<file path="src/rtl/core/sih_pkg.sv">
`timescale 1ns / 1ps
package sih_pkg;

  localparam int KEY_LOW_W  = 64;
  localparam int KEY_HIGH_W = 56;
  localparam int LEN_W      = 4;
  localparam int FUNC_W     = 2;
  localparam int STATUS_W   = 3;
  localparam int LIMIT_W    = 11;

  localparam int MAX_ENTRIES = 1024;
  localparam int NUM_BUCKETS = 2048;

  localparam logic [FUNC_W-1:0] FN_LOOKUP = 2'd0;
  localparam logic [FUNC_W-1:0] FN_INTERN = 2'd1;
  localparam logic [FUNC_W-1:0] FN_READ   = 2'd2;
  localparam logic [FUNC_W-1:0] FN_NONE   = 2'd3;

  localparam logic [STATUS_W-1:0] ST_FOUND     = 3'd0;
  localparam logic [STATUS_W-1:0] ST_INSERTED  = 3'd1;
  localparam logic [STATUS_W-1:0] ST_NOT_FOUND = 3'd2;
  localparam logic [STATUS_W-1:0] ST_FULL      = 3'd3;
  localparam logic [STATUS_W-1:0] ST_RANGE     = 3'd4;

  localparam logic [63:0] MIX_C0 = 64'h9E3779B97F4A7C15;
  localparam logic [63:0] MIX_C1 = 64'hBF58476D1CE4E5B9;
  localparam logic [63:0] MIX_C2 = 64'h94D049BB133111EB;

  // 32x32 partial product
  function automatic logic [63:0] mul32(input logic [31:0] a, input logic [31:0] b);
    mul32 = {32'd0, a} * {32'd0, b};
  endfunction

endpackage

</file>
<file path="src/rtl/core/sih_if.sv">
`timescale 1ns / 1ps
interface sih_in_if;
  logic        valid;
  logic        ready;
  logic [1:0]  func;
  logic [63:0] key_low;
  logic [55:0] key_high;
  logic [3:0]  key_length;
  logic [9:0]  symbol_id;
  modport source (output valid, func, key_low, key_high, key_length, symbol_id, input ready);
  modport sink (input valid, func, key_low, key_high, key_length, symbol_id, output ready);
endinterface


</file>
<file path="src/rtl/core/sih_front.sv">
`timescale 1ns / 1ps
// Accepts items, masks the key and, for lookups and interns, computes the bucket hash
// with one 32x32 multiplier, then pushes a job into the queue.
module sih_front (
  input  logic           clk,
  input  logic           rst_n,
  sih_in_if.sink         in_ch,
  output logic           job_valid,
  input  logic           job_ready,
  output logic [1:0]     job_func,
  output logic [63:0]    job_lo,
  output logic [63:0]    job_hi,
  output logic [9:0]     job_sid,
  output logic [63:0]    job_hash
);
  import sih_pkg::*;

  typedef enum logic [3:0] {
    F_IDLE = 4'b0001,
    F_MUL  = 4'b0010,
    F_PUSH = 4'b0100,
    F_SKIP = 4'b1000
  } fstate_t;

  fstate_t     st_r, st_nxt;
  logic [1:0]  func_r;
  logic [63:0] lo_r, hi_r, m_r, acc_r, a_r, b_r;
  logic [9:0]  sid_r;
  logic [4:0]  step_r;
  logic [63:0] lo_m, hi_m;
  logic [63:0] pp;
  logic [31:0] pa, pb;

  always_comb begin
    logic [3:0] l;
    l = in_ch.key_length;
    lo_m = in_ch.key_low;
    hi_m = {8'd0, in_ch.key_high};
    for (int i = 0; i < 8; i++) if (4'(i) >= l) lo_m[i*8 +: 8] = 8'd0;
    for (int i = 0; i < 7; i++) if (4'(i + 8) >= l) hi_m[i*8 +: 8] = 8'd0;
    hi_m[63:56] = {4'd0, l};
  end

  // Multiply a_r*b_r (low 64 bits) over three partial products.
  always_comb begin
    case (step_r[1:0])
      2'd0:    begin pa = a_r[31:0];  pb = b_r[31:0];  end
      2'd1:    begin pa = a_r[63:32]; pb = b_r[31:0];  end
      default: begin pa = a_r[31:0];  pb = b_r[63:32]; end
    endcase
    pp = mul32(pa, pb);
  end

  assign in_ch.ready = (st_r == F_IDLE);
  assign job_valid   = (st_r == F_PUSH) || (st_r == F_SKIP);
  assign job_func    = func_r;
  assign job_lo      = lo_r;
  assign job_hi      = hi_r;
  assign job_sid     = sid_r;
  assign job_hash    = m_r;

  always_comb begin
    st_nxt = st_r;
    case (st_r)
      F_IDLE:  if (in_ch.valid) st_nxt = (in_ch.func == FN_LOOKUP || in_ch.func == FN_INTERN)
                                           ? F_MUL : F_SKIP;
      F_MUL:   if (step_r == 5'd10) st_nxt = F_PUSH;
      F_PUSH,
      F_SKIP:  if (job_ready) st_nxt = F_IDLE;
      default: st_nxt = F_IDLE;
    endcase
  end

  // step[4:2] = multiply phase, step[1:0] = partial product
  always_ff @(posedge clk) begin
    if (!rst_n) begin
      st_r <= F_IDLE;
      step_r <= 5'd0;
    end else begin
      st_r <= st_nxt;
      if (st_r == F_IDLE) step_r <= 5'd0;
      else if (st_r == F_MUL) step_r <= (step_r[1:0] == 2'd2) ? step_r + 5'd2 : step_r + 5'd1;
    end
  end

  always_ff @(posedge clk) begin
    logic [63:0] prod, t;
    if (st_r == F_IDLE && in_ch.valid) begin
      func_r <= in_ch.func;
      lo_r   <= lo_m;
      hi_r   <= hi_m;
      sid_r  <= in_ch.symbol_id;
      a_r    <= lo_m ^ MIX_C0;
      b_r    <= MIX_C1;
    end else if (st_r == F_MUL) begin
      case (step_r[1:0])
        2'd0:    acc_r <= pp;
        2'd1:    acc_r <= acc_r + {pp[31:0], 32'd0};
        default: begin
          prod = acc_r + {pp[31:0], 32'd0};
          case (step_r[4:2])
            3'd0: begin
              m_r <= prod ^ (prod >> 31);
              a_r <= hi_r; b_r <= MIX_C2;
            end
            3'd1: begin
              t = m_r ^ prod;
              t = t ^ (t >> 29);
              a_r <= t; b_r <= MIX_C1;
            end
            default: m_r <= prod ^ (prod >> 32);
          endcase
        end
      endcase
    end
  end
endmodule

</file>
<file path="src/flat_wrapper.sv">
// flat-port wrapper written by rule: the top's interface ports become plain ports
module sih_front_flat import sih_pkg::*;
  (clk, rst_n, job_valid, job_ready, job_func, job_lo, job_hi, job_sid, job_hash, in_ch_valid, in_ch_func, in_ch_key_low, in_ch_key_high, in_ch_key_length, in_ch_symbol_id, in_ch_ready);
  sih_in_if in_ch_i ();
  input  logic clk;
  input  logic rst_n;
  output logic job_valid;
  input  logic job_ready;
  output logic [1:0] job_func;
  output logic [63:0] job_lo;
  output logic [63:0] job_hi;
  output logic [9:0] job_sid;
  output logic [63:0] job_hash;
  input wire logic [$bits(in_ch_i.valid)-1:0] in_ch_valid;
  input wire logic [$bits(in_ch_i.func)-1:0] in_ch_func;
  input wire logic [$bits(in_ch_i.key_low)-1:0] in_ch_key_low;
  input wire logic [$bits(in_ch_i.key_high)-1:0] in_ch_key_high;
  input wire logic [$bits(in_ch_i.key_length)-1:0] in_ch_key_length;
  input wire logic [$bits(in_ch_i.symbol_id)-1:0] in_ch_symbol_id;
  output wire logic [$bits(in_ch_i.ready)-1:0] in_ch_ready;
  assign in_ch_i.valid = in_ch_valid;
  assign in_ch_i.func = in_ch_func;
  assign in_ch_i.key_low = in_ch_key_low;
  assign in_ch_i.key_high = in_ch_key_high;
  assign in_ch_i.key_length = in_ch_key_length;
  assign in_ch_i.symbol_id = in_ch_symbol_id;
  assign in_ch_ready = in_ch_i.ready;
  sih_front u_core (.clk(clk), .rst_n(rst_n), .in_ch(in_ch_i), .job_valid(job_valid), .job_ready(job_ready), .job_func(job_func), .job_lo(job_lo), .job_hi(job_hi), .job_sid(job_sid), .job_hash(job_hash));
endmodule
</file>
<file path="config.mk">
export PLATFORM = sky130hd
export DESIGN_NAME = sih_front_flat
export DESIGN_NICKNAME = d
export VERILOG_FILES = /design/src/rtl/core/sih_pkg.sv /design/src/rtl/core/sih_if.sv /design/src/rtl/core/sih_front.sv /design/src/flat_wrapper.sv
export SDC_FILE = /design/constraint.sdc
export NUM_CORES = 2
export LEC_CHECK = 0
export BUFFER_PORTS_ARGS = -buffer_cell sky130_fd_sc_hd__buf_2
export CAP_MARGIN = 20
export CORE_MARGIN = 5
export CORE_UTILIZATION = 60
export CTS_BUF_LIST = sky130_fd_sc_hd__clkbuf_8
export CTS_CLUSTER_DIAMETER = 30
export CTS_CLUSTER_SIZE = 14
export DETAILED_ROUTE_END_ITERATION = 8
export GPL_TIMING_DRIVEN = 0
export PLACE_DENSITY = 0.82
export RECOVER_POWER = 50
export SLEW_MARGIN = 20
export SYNTH_ARGS = -nofsm -noshare
export SYNTH_HDL_FRONTEND = slang
export SYNTH_SLANG_ARGS = --single-unit
</file>
<file path="constraint.sdc">
create_clock -name clk -period 23.6 [get_ports clk]
set_input_delay 4.72 -clock clk [delete_from_list [all_inputs] [get_ports clk]]
set_output_delay 4.72 -clock clk [all_outputs]
set_load 0.005 [all_outputs]
</file>
==> flow_summary.json <==
{
  "syn_to_final_growth_pct": 8.441,
  "critPathLaunchType": "flip-flop",
  "grt_max_degree": 55,
  "synth.cell_area_um2": 45340,
  "critPathMaxFanout": 10,
  "slew_violations": 25,
  "postSynthAreaPerCell_um2": 10.41,
  "wirelength_um": 178500,
  "synth-seq-cells": 339,
  "clock_sinks": 339,
  "gp_congestion": 1.088,
  "vias": 35310,
  "busiest_layer": "met2",
  "synth_cells": 4357,
  "dr.pass1.iters": 8,
  "grt_pass1_wl_um": 252400,
  "rows": 100,
  "setup_tns_ns": 0,
  "io_pins": 346,
  "final_common_cell": "inv_1",
  "drc": 0,
  "viasPerCell": 6.128,
  "cts_buffers": 40,
  "clk_pin_slew_ns": 0.10,
  "drive_above_1_share": 0.06849,
  "synth_cell_type_count": 90,
  "die_area_um2": 81170,
  "grtUsageMet1": 0.5738,
  "htreeDepth": 2,
  "fp.coreArea_um2": 74700,
  "die_w_um": 284.9,
  "cts_root_buffer": "clkbuf_8",
  "critPathKind": "reg -> reg",
  "fin_crit_sh": 0.6129,
  "wl_per_cell_um": 30.97,
  "met2_usage": 0.6585,
  "postCtsSetupRepairBufs": 0,
  "grt_setup_unrepaired": "no",
  "ys_warn_count": 0,
  "dr.first_iter.drc_count": 4696,
  "start_util": 0.6071,
  "grt_pass1_vias": 36200,
  "clkLatencyLatePin_ns": 0.63,
  "max_freq_mhz": 69.13,
  "fin_skew_ns": 0.06738,
  "hpwlAfterDp_um": 157000,
  "final_cell_mix": "inv_1 (972), fa_1 (830), ha_1 (358)",
  "io_buffers": 341,
  "cp-end-kind": "flip-flop",
  "status": "finished, violations left",
  "async_reset_ff_frac": 0,
  "met3_usage": 0.1263,
  "arrival_ns": 14.78,
  "synth_seq_area_share": 0.2221,
  "nNetsFinal": 6088,
  "clockBufferDepth": 3,
  "final_hold_viol_count": 0,
  "die_h_um": 284.9,
  "cap_violations": 1,
  "cp.required_ns": 23.91,
  "violations": "capacitance limit, slew limit",
  "cpPeakStageDelay_ns": 0.97,
  "grt-ovfl-total": 0,
  "holdBufCountCts": 0,
  "slew-limit-headroom": -0.06656,
  "hold_class": "reg -> reg",
  "antenna_found_initial": 10,
  "grtUsageTotal": 0.4376,
  "cts_tree": "built",
  "yosys_most_used_dff": "edfxtp_1",
  "worst_slew_pin_slew_ns": 1.600,
  "cp_slowest_cell": "mux2i_1",
  "synth_edf_count": 328,
  "setup-violations-final": 0,
  "cts-resized-gates": 0,
  "drt.antenna.violating_nets": 0,
  "fin_crit_ns": 14.47
}
==> Yosys cell counts, types with 66 or more instances <==
master	number	area, µm²
inv_1	967	3630
fa_1	830	16620
ha_1	358	4479
nor2_1	335	1257
edfxtp_1	328	9849
nand2_1	322	1209
a21oi_1	160	800.8
xnor2_1	157	1375
o21ai_0	102	510.5
and2_1	92	575.6
clkbuf_1	85	319.1
a21o_1	67	503.0
xor2_1	66	578.1
==> layout make-up <==
cell class | count | area, µm²
Timing Repair Buffer | 358 | 1685
Inverter | 969 | 3637
Sequential cell | 339 | 10070
Tap cell | 969 | 1212
Buffer | 116 | 465.4
Multi-Input combinational cell | 2936 | 31220
Clock buffer | 41 | 564.3
Antenna cell | 4 | 10.01
Fill cell | 6241 | 25520
Clock inverter | 30 | 309.0
==> layer usage <==
layer  wire [µm]  share of wire  vias to the layer above
li1            -              -                    14480
met1       64110           0.36                    17690
met2       78440           0.44                     2557
met3       22150           0.12                      579
met4       13740          0.077                        8
met5          45        0.00025                        -
==> sequential cells by signal, summed over array words and instances, names as in the netlist, 4 cells and up <==
name and cells:
u_core.a_r 64, u_core.job_sid 10, u_core.job_lo 64, u_core.st_r 4, u_core.job_hash 64, u_core.acc_r 64
u_core.step_r 5, u_core.job_hi 60
==> cells by family after synthesis <==
kind of cell             share of synthesized area
adder cells (fa/ha/maj)                     0.4652
buffers and inverters                      0.09037
AND/OR/NAND/NOR                            0.09453
AO/OA/AOI/OAI                              0.07348
flip-flops                                  0.2221
XOR/XNOR                                   0.04514
multiplexers                              0.009106
other                                   0.00008270
==> through the flow <==
step / setup slack [ns] / hold WS, ns / util / cells / instance area [µm²]
floorplan: 13.76 / 0.5293 / - / 4360 / 45360
global placement: 9.965 / 0.5453 / 0.6463 / 5670 / 48280
detailed placement: 9.750 / 0.5667 / 0.6499 / 5687 / 48540
CTS: 9.736 / 0.5758 / 0.6616 / 5758 / 49420
global route: 8.937 / 0.6036 / 0.6582 / 5758 / 49160
finish: 9.135 / 0.5781 / 0.6583 / 5762 / 49170
==> final timing paths <==
check | startpoint | to | slack (ns) | cells after the start
hold reg to reg | u_core.step_r[2] | u_core.step_r[2] | 0.58 | 2
setup reg to reg | u_core.step_r[0] | u_core.a_r[33] | 9.13 | 41
hold / removal | u_core.step_r[2] | u_core.step_r[2] | 0.58 | 2
setup / recovery | u_core.step_r[0] | u_core.a_r[33] | 9.13 | 41
==> worst max-delay path, delay by kind of cell, from the launching register on <==
family / cells / cell delay (ns)
multiplexers: 1 / 0.97
AO/OA/AOI/OAI: 11 / 3.49
XOR/XNOR: 2 / 1.05
AND/OR/NAND/NOR: 9 / 2.19
buffers and inverters: 8 / 2.31
flip-flops: 1 / 0.32
adder cells (fa/ha/maj): 10 / 3.84
Power is left out: the tool's default activity adds up to more than one toggle a clock period on the data nets, which glitch-free logic cannot reach.
